==> src/rtl/cdq_pkg.sv <==
// ----------------------------------------------------------------------------
// cdq_pkg: shared types and codes for the circular deque
// Command and error codes, field widths and the controller-to-datapath
// command bundle.
// ----------------------------------------------------------------------------
package cdq_pkg;

  // Field widths
  localparam int unsigned CMD_W   = 3;
  localparam int unsigned WORD_W  = 32;
  localparam int unsigned CNT_W   = 5;
  localparam int unsigned ERR_W   = 2;

  // Default store depth
  localparam int unsigned DEPTH_DEFAULT = 16;

  // Operation codes
  localparam logic [CMD_W-1:0] CMD_PUSH_FRONT = 3'd0;
  localparam logic [CMD_W-1:0] CMD_PUSH_BACK  = 3'd1;
  localparam logic [CMD_W-1:0] CMD_POP_FRONT  = 3'd2;
  localparam logic [CMD_W-1:0] CMD_POP_BACK   = 3'd3;
  localparam logic [CMD_W-1:0] CMD_NOP        = 3'd4;

  // Error codes
  localparam logic [ERR_W-1:0] ERR_NONE  = 2'd0;
  localparam logic [ERR_W-1:0] ERR_FULL  = 2'd1;
  localparam logic [ERR_W-1:0] ERR_EMPTY = 2'd2;

  // Controller commands to the datapath
  typedef struct packed {
    logic load;   // capture the incoming word
    logic exec;   // write the store and move the pointers
    logic read;   // read front and back entries
  } ctrl_t;

endpackage

==> src/rtl/circular_deque_unit.sv <==
// ----------------------------------------------------------------------------
// circular_deque_unit: double-ended queue in a circular word store
// Push or pop at either end, with front/back values, flags, count and error
// code returned for every command.
//
//   channel   ports                                      handshake
//   --------  -----------------------------------------  -------------------
//   command   cmd_i, data_in_i                           start_i, busy_o
//   result    front_value_o, back_value_o, is_empty_o,   result_valid_o
//             is_full_o, entry_count_o, error_code_o     (one-cycle strobe)
//
// A word is taken when start_i is high and busy_o is low. In the update state
// that follows, the store is written and the pointers move; in the read state
// after it, the front and back entries are read on two read ports; the result
// is then strobed for one cycle, during which the next word may be taken. No
// word is taken while busy_o is high. Reset clears the head pointer and the
// count only; the store needs no clearing pass. The receiver cannot stall.
// ----------------------------------------------------------------------------
module circular_deque_unit #(
  parameter int unsigned DEPTH = cdq_pkg::DEPTH_DEFAULT
) (
  input  logic                              clk_i,
  input  logic                              rst_ni,
  input  logic                              start_i,
  output logic                              busy_o,
  input  logic [cdq_pkg::CMD_W-1:0]         cmd_i,
  input  logic signed [cdq_pkg::WORD_W-1:0] data_in_i,
  output logic                              result_valid_o,
  output logic signed [cdq_pkg::WORD_W-1:0] front_value_o,
  output logic signed [cdq_pkg::WORD_W-1:0] back_value_o,
  output logic                              is_empty_o,
  output logic                              is_full_o,
  output logic [cdq_pkg::CNT_W-1:0]         entry_count_o,
  output logic [cdq_pkg::ERR_W-1:0]         error_code_o
);
  import cdq_pkg::*;

  ctrl_t ctrl;

  // Sequence the operation
  cdq_ctrl u_ctrl (
    .clk_i          (clk_i),
    .rst_ni         (rst_ni),
    .start_i        (start_i),
    .busy_o         (busy_o),
    .result_valid_o (result_valid_o),
    .ctrl_o         (ctrl)
  );

  // Store and pointers
  cdq_datapath #(
    .DEPTH (DEPTH)
  ) u_datapath (
    .clk_i         (clk_i),
    .rst_ni        (rst_ni),
    .ctrl_i        (ctrl),
    .cmd_i         (cmd_i),
    .data_in_i     (data_in_i),
    .front_value_o (front_value_o),
    .back_value_o  (back_value_o),
    .is_empty_o    (is_empty_o),
    .is_full_o     (is_full_o),
    .entry_count_o (entry_count_o),
    .error_code_o  (error_code_o)
  );

endmodule

==> src/rtl/cdq_ctrl.sv <==
// ----------------------------------------------------------------------------
// cdq_ctrl: sequencing controller for the circular deque
// One-hot state machine that takes a word, steps the datapath through its
// update and read cycles, and strobes the result.
// ----------------------------------------------------------------------------
module cdq_ctrl (
  input  logic           clk_i,
  input  logic           rst_ni,
  input  logic           start_i,
  output logic           busy_o,
  output logic           result_valid_o,
  output cdq_pkg::ctrl_t ctrl_o
);
  import cdq_pkg::*;

  typedef enum logic [3:0] {
    S_IDLE = 4'b0001,
    S_EXEC = 4'b0010,
    S_READ = 4'b0100,
    S_RESP = 4'b1000
  } state_e;

  state_e state_q, state_d;
  logic   accept;

  // Take a word when idle or while the last result is shown
  assign accept = start_i && ((state_q == S_IDLE) || (state_q == S_RESP));

  // Advance the sequence
  always_comb begin
    state_d = state_q;
    unique case (state_q)
      S_IDLE:  state_d = accept ? S_EXEC : S_IDLE;
      S_EXEC:  state_d = S_READ;
      S_READ:  state_d = S_RESP;
      S_RESP:  state_d = accept ? S_EXEC : S_IDLE;
      default: state_d = S_IDLE;
    endcase
  end

  always_ff @(posedge clk_i or negedge rst_ni) begin
    if (!rst_ni) begin
      state_q <= S_IDLE;
    end else begin
      state_q <= state_d;
    end
  end

  // Drive datapath commands and handshake outputs
  assign ctrl_o.load    = accept;
  assign ctrl_o.exec    = (state_q == S_EXEC);
  assign ctrl_o.read    = (state_q == S_READ);
  assign busy_o         = (state_q == S_EXEC) || (state_q == S_READ);
  assign result_valid_o = (state_q == S_RESP);

  // Assertions
  a_accept_busy: assert property (@(posedge clk_i) disable iff (!rst_ni)
    (start_i && !busy_o) |=> (busy_o && ctrl_o.exec))
    else $error("accepted word did not start an update");

  a_result_after_read: assert property (@(posedge clk_i) disable iff (!rst_ni)
    result_valid_o |-> ($past(ctrl_o.read) && !busy_o))
    else $error("result strobe without a preceding read cycle");

endmodule

==> src/rtl/cdq_datapath.sv <==
// ----------------------------------------------------------------------------
// cdq_datapath: storage and pointer logic for the circular deque
// Holds the entry store, head pointer and occupancy, applies one operation
// per update cycle and reads the front and back entries into registers.
// ----------------------------------------------------------------------------
module cdq_datapath #(
  parameter int unsigned DEPTH = cdq_pkg::DEPTH_DEFAULT
) (
  input  logic                        clk_i,
  input  logic                        rst_ni,
  input  cdq_pkg::ctrl_t              ctrl_i,
  input  logic [cdq_pkg::CMD_W-1:0]   cmd_i,
  input  logic signed [cdq_pkg::WORD_W-1:0] data_in_i,
  output logic signed [cdq_pkg::WORD_W-1:0] front_value_o,
  output logic signed [cdq_pkg::WORD_W-1:0] back_value_o,
  output logic                        is_empty_o,
  output logic                        is_full_o,
  output logic [cdq_pkg::CNT_W-1:0]   entry_count_o,
  output logic [cdq_pkg::ERR_W-1:0]   error_code_o
);
  import cdq_pkg::*;

  localparam int unsigned AW = $clog2(DEPTH);
  localparam int unsigned CW = $clog2(DEPTH + 1);

  // Wrap a sum below twice the depth back into the store
  function automatic logic [AW-1:0] wrap_idx(input logic [AW:0] sum);
    logic [AW:0] red;
    red = (sum >= (AW+1)'(DEPTH)) ? (sum - (AW+1)'(DEPTH)) : sum;
    return red[AW-1:0];
  endfunction

  logic [WORD_W-1:0] store_q [DEPTH];

  logic [CMD_W-1:0]  cmd_q;
  logic [WORD_W-1:0] data_q;
  logic [AW-1:0]     head_q, head_d;
  logic [CW-1:0]     occ_q, occ_d;
  logic [ERR_W-1:0]  err_q, err_d;
  logic [WORD_W-1:0] rd_front_q, rd_back_q;

  logic              full, empty;
  logic              wr_en;
  logic [AW-1:0]     wr_addr;
  logic [AW-1:0]     head_dec, tail_idx, back_idx;
  logic [AW:0]       head_occ;
  logic [CW+CNT_W-1:0] cnt_ext;

  // Capture the accepted word
  always_ff @(posedge clk_i) begin
    if (ctrl_i.load) begin
      cmd_q  <= cmd_i;
      data_q <= data_in_i;
    end
  end

  assign full     = (occ_q == CW'(DEPTH));
  assign empty    = (occ_q == '0);
  assign head_dec = (head_q == '0) ? AW'(DEPTH - 1) : (head_q - AW'(1));
  assign head_occ = {1'b0, head_q} + (AW+1)'(occ_q);
  assign tail_idx = wrap_idx(head_occ);
  assign back_idx = wrap_idx(head_occ - (AW+1)'(1));

  // Decode the operation into pointer moves and a store write
  always_comb begin
    head_d  = head_q;
    occ_d   = occ_q;
    err_d   = ERR_NONE;
    wr_en   = 1'b0;
    wr_addr = tail_idx;
    unique case (cmd_q)
      CMD_PUSH_FRONT: begin
        if (full) begin
          err_d = ERR_FULL;
        end else begin
          head_d  = head_dec;
          occ_d   = occ_q + CW'(1);
          wr_en   = 1'b1;
          wr_addr = head_dec;
        end
      end
      CMD_PUSH_BACK: begin
        if (full) begin
          err_d = ERR_FULL;
        end else begin
          occ_d = occ_q + CW'(1);
          wr_en = 1'b1;
        end
      end
      CMD_POP_FRONT: begin
        if (empty) begin
          err_d = ERR_EMPTY;
        end else begin
          head_d = wrap_idx({1'b0, head_q} + (AW+1)'(1));
          occ_d  = occ_q - CW'(1);
        end
      end
      CMD_POP_BACK: begin
        if (empty) begin
          err_d = ERR_EMPTY;
        end else begin
          occ_d = occ_q - CW'(1);
        end
      end
      default: begin
        // no operation, unused codes included
      end
    endcase
  end

  // Update pointers
  always_ff @(posedge clk_i or negedge rst_ni) begin
    if (!rst_ni) begin
      head_q <= '0;
      occ_q  <= '0;
    end else if (ctrl_i.exec) begin
      head_q <= head_d;
      occ_q  <= occ_d;
    end
  end

  always_ff @(posedge clk_i) begin
    if (ctrl_i.exec) begin
      err_q <= err_d;
    end
  end

  // Write the store
  always_ff @(posedge clk_i) begin
    if (ctrl_i.exec && wr_en) begin
      store_q[wr_addr] <= data_q;
    end
  end

  // Read front and back entries
  always_ff @(posedge clk_i) begin
    if (ctrl_i.read) begin
      rd_front_q <= store_q[head_q];
      rd_back_q  <= store_q[back_idx];
    end
  end

  // Drive result fields, zero values when empty
  assign cnt_ext       = {{CNT_W{1'b0}}, occ_q};
  assign front_value_o = empty ? '0 : rd_front_q;
  assign back_value_o  = empty ? '0 : rd_back_q;
  assign is_empty_o    = empty;
  assign is_full_o     = full;
  assign entry_count_o = cnt_ext[CNT_W-1:0];
  assign error_code_o  = err_q;

  // Assertions
  a_occ_bound: assert property (@(posedge clk_i) disable iff (!rst_ni)
    occ_q <= CW'(DEPTH))
    else $error("occupancy above depth");

  a_refused_holds: assert property (@(posedge clk_i) disable iff (!rst_ni)
    (ctrl_i.exec && (err_d != ERR_NONE)) |=>
      ((occ_q == $past(occ_q)) && (head_q == $past(head_q))))
    else $error("refused operation moved the pointers");

endmodule
==> config.mk <==
export PLATFORM = sky130hd
export DESIGN_NAME = circular_deque_unit
export DESIGN_NICKNAME = d
export VERILOG_FILES = /design/src/rtl/cdq_pkg.sv /design/src/rtl/circular_deque_unit.sv /design/src/rtl/cdq_ctrl.sv /design/src/rtl/cdq_datapath.sv
export SDC_FILE = /design/constraint.sdc
export NUM_CORES = 1
export LEC_CHECK = 0
export ABC_CLOCK_PERIOD_IN_PS = 10600
export BUFFER_PORTS_ARGS = -buffer_cell sky130_fd_sc_hd__buf_2
export CAP_MARGIN = 10
export CELL_PAD_IN_SITES_DETAIL_PLACEMENT = 1
export CELL_PAD_IN_SITES_GLOBAL_PLACEMENT = 1
export CORE_AREA = 5 5 262 328
export CTS_BUF_LIST = sky130_fd_sc_hd__clkbuf_4
export DETAILED_ROUTE_END_ITERATION = 7
export DIE_AREA = 0 0 267 333
export PLACE_DENSITY = 0.51
export SYNTH_ARGS = -nofsm -noshare
export SYNTH_HDL_FRONTEND = slang
export SYNTH_SLANG_ARGS = --single-unit
==> constraint.sdc <==
create_clock -name clk_i -period 10.6 [get_ports clk_i]
set_input_delay 1.06 -clock clk_i [delete_from_list [all_inputs] [get_ports clk_i]]
set_output_delay 1.06 -clock clk_i [all_outputs]
set_load 0.05 [all_outputs]
==> Yosys cells after proc, flatten, opt, wreduce, memory -nomap -nowiden <==
Memories as Yosys holds them, arrays and structs flattened. A register that Yosys moved wholly into a read port is not among the register bits.
Index checks and enable logic that the tools add are counted.
{ "word_totals": {"rom_bits": 0, "out_inout_bits": 75, "latch_bits": 0, "reg_bits": 50, "mem_bits_rw": 512, "mem_count": 1, "input_bits": 38} }
{ "op_classes": {"shifts": 0, "n_lt_le_gt_ge": 3, "reduce_logical": 14, "eq_ne": 12, "multipliers": 0, "add_sub_neg": 9, "bitwise_logic": 0, "div_mod_pow": 0, "muxes": 23} }
{ "mem_list": {"columns": ["name", "words", "word_bits", "read_ports", "rd_ports_with_merged_regs", "wr", "line_no", "source"], "rows": [
  ["u_datapath.store_q", 16, 32, 2, 2, 1, "cdq_datapath.sv:33", "logic [WORD_W-1:0] store_q [DEPTH];"]
]} }
{ "ops": {"columns": ["op", "n"], "rows": [
  ["$mux 32", 2],
  ["$mux 4", 8],
  ["$sub 4x1->4 const B", 4],
  ["$ge 5x5->1 const B", 3],
  ["$pmux 4 s3", 1],
  ["$mux 5", 2],
  ["$pmux 5 s2", 1],
  ["$sub 5x1->5 const B", 2],
  ["$ne 2x2->1 const B", 4],
  ["$pmux 4 s2", 1],
  ["$reduce_and 4->1", 2],
  ["$eq 3x2->1 const B", 2],
  ["$reduce_or 2->1", 3],
  ["$add 4x1->5 const B", 1],
  ["$add 4x5->5", 1],
  ["$add 5x1->5 const B", 1],
  ["$eq 5x5->1 const B", 1],
  ["$logic_not 5->1", 1],
  ["$mux 1", 5],
  ["$eq 4x1->1 const B", 1],
  ["$eq 4x2->1 const B", 1],
  ["$eq 4x3->1 const B", 1],
  ["$eq 4x4->1 const B", 1],
  ["$logic_not 4->1", 1],
  ["other kinds (7)", 11]
]} }

==> Longest topological paths before layout <==
{ "logic_depth": {"word_depth": 6, "ltp_mapped": 11, "ltp_nobuf": 8} }

==> Hierarchy <==
Synthesis repeated with hierarchy kept, for this count alone.
{ "hier_totals": {"hier_cells": 1397, "area_unflattened_um2": 27991.8} }
{ "modules_own_cells": {"columns": ["mod", "area_per_inst_um2", "cells_per_inst", "seq_area_each_um2", "instances"], "rows": [
  ["cdq_datapath", 27720.3, 1374, 18632.9, 1],
  ["cdq_ctrl", 271.5, 23, 101.3, 1]
]} }

==> Worst setup path before layout <==
No wires, ideal clock.
{ "synth_timing": {"path_type": "flip-flop to output port", "from": "reg u_ctrl.state_q[3]", "to": "out busy_o", "stages_incl_launch_ff": 3, "t_required_ns": 9.540, "t_arrival_ns": 8.140, "path_slack_ns": 1.400, "path_cell_list": "dfrtp_1 > nor4b_1 > or2_2"} }
{ "synth_via": {"elab_chain_cells": 2, "elab_cells_between_ends": 3} }
{ "synth_rtl": {"columns": ["item", "line_no", "source"], "rows": [
  ["start: declaration", "cdq_ctrl.sv:23", "state_e state_q, state_d;"],
  ["start signal: assignment", "cdq_ctrl.sv:45", "state_q <= state_d;"],
  ["$eq 4x2->1 / $eq 4x3->1 (equally long branches)", "cdq_ctrl.sv:53", "assign busy_o = (state_q == S_EXEC) || (state_q == S_READ);"],
  ["$logic_or 1x1->1 (*)", "cdq_ctrl.sv:53", null],
  ["end: declaration", "circular_deque_unit.sv:25", "output logic busy_o,"]
]} }
Every way passes the cells marked *; elsewhere a longest branch is shown, timed or not.

==> Final worst setup path <==
{ "layout_timing": {"from": "reg u_datapath.head_q[0]", "to": "reg u_datapath.rd_back_q[12], read port of u_datapath.store_q (data pin)"} }
{ "layout_via": {"elab_chain_cells": 4, "elab_cells_between_ends": 5} }
{ "layout_rtl": {"columns": ["item", "line_no", "source"], "rows": [
  ["start: declaration", "cdq_datapath.sv:37", "logic [AW-1:0] head_q, head_d;"],
  ["start signal: assignment", "cdq_datapath.sv:114", "head_q <= '0;"],
  ["start signal: assignment", "cdq_datapath.sv:117", "head_q <= head_d;"],
  ["$add 4x5->5 (*)", "cdq_datapath.sv:60", "assign head_occ = {1'b0, head_q} + (AW+1)'(occ_q);"],
  ["$sub 5x1->5 (*)", "cdq_datapath.sv:62", "assign back_idx = wrap_idx(head_occ - (AW+1)'(1));"],
  ["$sub 4x1->4 / $ge 5x5->1 (equally long branches)", "cdq_datapath.sv:29", "red = (sum >= (AW+1)'(DEPTH)) ? (sum - (AW+1)'(DEPTH)) : sum;"],
  ["$mux 4 (*)", "cdq_datapath.sv:29", null],
  ["end: declaration", "cdq_datapath.sv:40", "logic [WORD_W-1:0] rd_front_q, rd_back_q;"]
]} }
Marks and branches as above.
A chain may end at the register's enable or synchronous reset.

==> flow_metrics.py <==
metrics = {
    "setup_path": {
        "timing.critical_path.fanout_max": 42,
        "r2r_start": "u_datapath.head_q[0]",
        "worst-endpoint-required_ps": 11270,
        "worstReg2RegEnd": "u_datapath.rd_back_q[12]",
        "worstSetupStartpoint": "u_datapath.head_q[0]",
        "critical-path-top-cell-by-count": "sky130_fd_sc_hd__buf_4",
        "cp-end-kind": "flip-flop",
        "timing.critical_path.cells": "buf_4 -> ha_4 -> buf_4 -> buf_4 -> mux4_2 -> mux2i_1 -> mux2i_1",
        "rr_worst_depth": 7,
        "worst_setup_path_endpoint": "u_datapath.rd_back_q[12]",
        "worst_ep_arrival_time_ps": 5580,
        "critical_path.startpoint_type": "flip-flop",
        "crit_path_max_incr_delay_ps": 880,
        "crit_path_max_delay_cell_type": "sky130_fd_sc_hd__dfrtp_4",
        "critical_path_class": "reg -> reg",
        "reg2reg_setup_slack_ps": 5680,
    },
    "logic_synthesis": {
        "synth_edf_count": 613,
        "synth_seq_area_share_pct": 67.4,
        "postSynthAreaPerCell_um2": 21.8,
        "synth.yosys.warnings": 0,
        "ys_dominant_reg_cell": "sky130_fd_sc_hd__edfxtp_1",
        "synth-seq-cells": 626,
        "syn_inst": 1272,
        "syn-cell-area_mm2": 0.0278,
        "syn_nets": 1321,
        "unique_masters_post_synth": 36,
        "synth_async_sr_flop_share_pct": 2.08,
    },
    "timing": {
        "max-slew-margin-rel_pct": 17.4,
        "finalSetupTns_ps": 0,
        "maxClockFrequency_mhz": 203,
        "fin_max_slew_vios": 0,
        "final_critical_period_ps": 4920,
        "report.final.setup_viol": 0,
        "crit_share_post_route_pct": 46.4,
        "final.setup_skew_ps": 85.7,
        "max_slew.worst_pin.slew_ps": 1200,
        "finalHoldViolCount": 0,
        "grt_setup_unrepaired": "false",
    },
    "detailed_routing": {
        "drc_errors": 0,
        "mean_number_of_vias_per_cell": 5.42,
        "antenna_left": 0,
        "initialDrtViolationCount": 1002,
        "drt_first_pass_iters": 5,
        "vias": 14676,
        "routed_length_per_placed_instance_um": 29.2,
        "finalWirelength_um": 79000,
    },
    "floorplan": {
        "fp.dieArea_mm2": 0.0889,
        "starting_density_pct": 33.7,
        "io_pins": 113,
        "core_area_mm2": 0.0824,
        "die_height_um": 333,
        "fp-row-count": 118,
        "die_w_um": 267,
    },
    "clock_network": {
        "path_clk_slew_ps": 70,
        "ctsResizeCount": 0,
        "cts_inserted_buffers": 165,
        "clock_path_buffers": 3,
        "clockRootBuffer": "sky130_fd_sc_hd__clkbuf_4",
        "clock_tree.htree_level_count": 4,
        "clock_insertion_delay_worst_skew_ps": 1010,
        "numClockSinks": 626,
        "tritoncts_clock_tree": "done",
    },
    "job": {
        "cap_violations": 0,
    },
    "final_layout": {
        "nFillCells": 8012,
        "area_growth_pct": 14.9,
        "num-nets-final": 1558,
        "finalInstanceArea_mm2": 0.0319,
        "postLayoutCoreUtil_pct": 38.7,
        "post_route_cells_drive_above_1_share_pct": 44.6,
    },
    "power": {
        "netSwitchingFraction_pct": 38.9,
        "power_density_mw_per_mm2": 364,
        "total_leakage_power_nw": 10.4,
        "ir_drop_v": 0.000367,
        "internal_power_mw": 7.10,
        "p_clk_share_pct": 18.4,
        "power_frac_comb_pct": 52.3,
        "seq_power_share_pct": 29.3,
        "switchingPower_mw": 4.52,
    },
    "place": {
        "placed_area_mm2": 0.0298,
        "dp_hpwl_um": 40700,
        "place_congestion": 0.714,
        "io_buffer_count": 112,
    },
    "global_route": {
        "groute.layer.met3.usage_pct": 4.25,
        "grt_util_met1_pct": 22.9,
        "globalRoute.busiestLayer": "met2",
        "grt_remaining_overflow": 0,
        "grt_first_pass_wirelength_um": 114000,
        "initial_antenna_violation_count": 2,
        "met2_usage_pct": 30.2,
        "pin_count_of_the_biggest_net_entering_global_routing": 64,
        "via_count_of_the_first_global_routing_pass": 16277,
        "track_usage_pct": 17.8,
    },
    "worst_hold_path": {
        "holdCritPathClass": "in -> reg",
    },
    "outcome": {
        "status": "finished clean",
    },
}
repair_timing:
item / CTS / global route
buffers inserted: 0 / 0
hold buffers: 1 / 0
endpoints found under the setup margin: 0 / 0
endpoints found under the hold margin: 12 / 0
per-stage QoR:
| stage | hold slack [ps] | setup slack, ps | cells | total power [mW] |
|---|---|---|---|---|
| after floorplan | 472 | 1400 | 1272 | 7.97 |
| after global placement | 537 | 5550 | 2421 | 9.66 |
| after detailed placement | 558 | 5490 | 2421 | 9.69 |
| after CTS | 80.3 | 5400 | 2707 | 11.9 |
| after global routing | 106 | 5150 | 2708 | 12.3 |
| final | 250 | 5680 | 2708 | 11.6 |
logic make-up (layout without fill, tap and decap cells):
family          count (synthesis)  in the layout  share of synthesized area, %
flops                         626            626                          67.4
mux                           390            390                          27.0
simple gates                  113            113                          2.49
buf+inv                        93            448                          1.43
compound gates                 24             24                         0.635
xor+xnor                       15             15                         0.500
fa+ha+maj                      11             11                         0.549
other cells                     0              1                             0
state kept, by name, summed over array words and instances (netlist names):
register                  cells
u_ctrl.state_q                4
u_datapath.rd_back_q         32
u_datapath.entry_count_o      5
u_datapath.cmd_q              3
u_datapath.store_q          512
u_datapath.head_q             4
u_datapath.data_q            32
u_datapath.rd_front_q        32
u_datapath.error_code_o       2
worst min-delay path by stage:
stage / slack (ps) / cells past startpoint / endpoint / from
3_3_place_gp: 540 / 1 / u_ctrl.state_q[3] / u_ctrl.state_q[1]
6_report: 250 / 1 / u_datapath.data_q[27] / data_in_i[27]
5_1_grt: 110 / 1 / u_datapath.data_q[27] / data_in_i[27]
3_5_place_dp: 560 / 1 / u_ctrl.state_q[3] / u_ctrl.state_q[3]
2_1_floorplan: 470 / 1 / u_ctrl.state_q[3] / u_ctrl.state_q[1]
4_1_cts: 80 / 1 / u_datapath.data_q[27] / data_in_i[27]
cells in the final DEF, fill, tap and decap left out, drive strengths merged, types with 2 or more instances in the layout:
master  instances
nand3           3
nor4b           4
a21oi          11
nor2            4
and2            4
nor3           16
edfxtp        613
o21ai           3
xor2            7
xnor2           8
clkbuf        233
a211oi          3
mux4          287
bufinv          5
nand2           6
mux2            4
clkinv         44
o31ai           2
or2             2
inv            12
nor3b           2
mux2i          99
dfrtp          12
a21o            3
buf           152
ha              9
fa              2
nor2b          65
nand2b          4
area by class of cell:
class | instances | area (µm²) | share of cell area (%)
Inverter | 10 | 37.5 | 0.118
Clock inverter | 52 | 339 | 1.06
Multi-Input combinational cell | 553 | 8820 | 27.6
Sequential cell | 626 | 18700 | 58.7
Timing Repair Buffer | 153 | 871 | 2.73
Tap cell | 1080 | 1350 | 4.23
Clock buffer | 233 | 1750 | 5.48
Antenna cell | 1 | 2.50 | 0.00784
synthesized netlist by cell type, types with 7 or more instances:
master                     instances  share of area [%]
sky130_fd_sc_hd__nor3_1           16               0.29
sky130_fd_sc_hd__inv_1            10               0.14
sky130_fd_sc_hd__edfxtp_1        613                 66
sky130_fd_sc_hd__nor2b_1          65                1.5
sky130_fd_sc_hd__xnor2_1           7               0.22
sky130_fd_sc_hd__dfrtp_1          12                1.1
sky130_fd_sc_hd__mux4_2          287                 23
sky130_fd_sc_hd__clkbuf_1         42               0.57
sky130_fd_sc_hd__buf_2            38               0.68
sky130_fd_sc_hd__a21oi_1          11               0.20
sky130_fd_sc_hd__xor2_1            7               0.22
sky130_fd_sc_hd__ha_1              9               0.41
sky130_fd_sc_hd__mux2i_1          99                3.6
power by group through the flow:
stage / clock (mW) / combinational [mW] / sequential [mW]
final: 2.13 / 6.08 / 3.41
after global routing: 2.37 / 6.52 / 3.44
after CTS: 2.23 / 6.23 / 3.42
after detailed placement: 0 / 6.22 / 3.47
after global placement: 0 / 6.21 / 3.46
after floorplan: 0 / 4.64 / 3.33
critical path: cells and delay by family, from the launching register on:
| kind | cells | cell delay, ps |
|---|---|---|
| buffers and inverters | 3 | 2090 |
| multiplexers | 3 | 860 |
| flip-flops | 1 | 880 |
| adder cells (fa/ha/maj) | 1 | 660 |
metal layers:
| metal | up-vias | part of all wire (%) |
|---|---|---|
| li1 | 6039 | - |
| met1 | 8048 | 42 |
| met4 | 0 | 1.9 |
| met2 | 474 | 51 |
| met5 | - | 0 |
| met3 | 115 | 5.2 |
(Power assumes the default switching activity.)
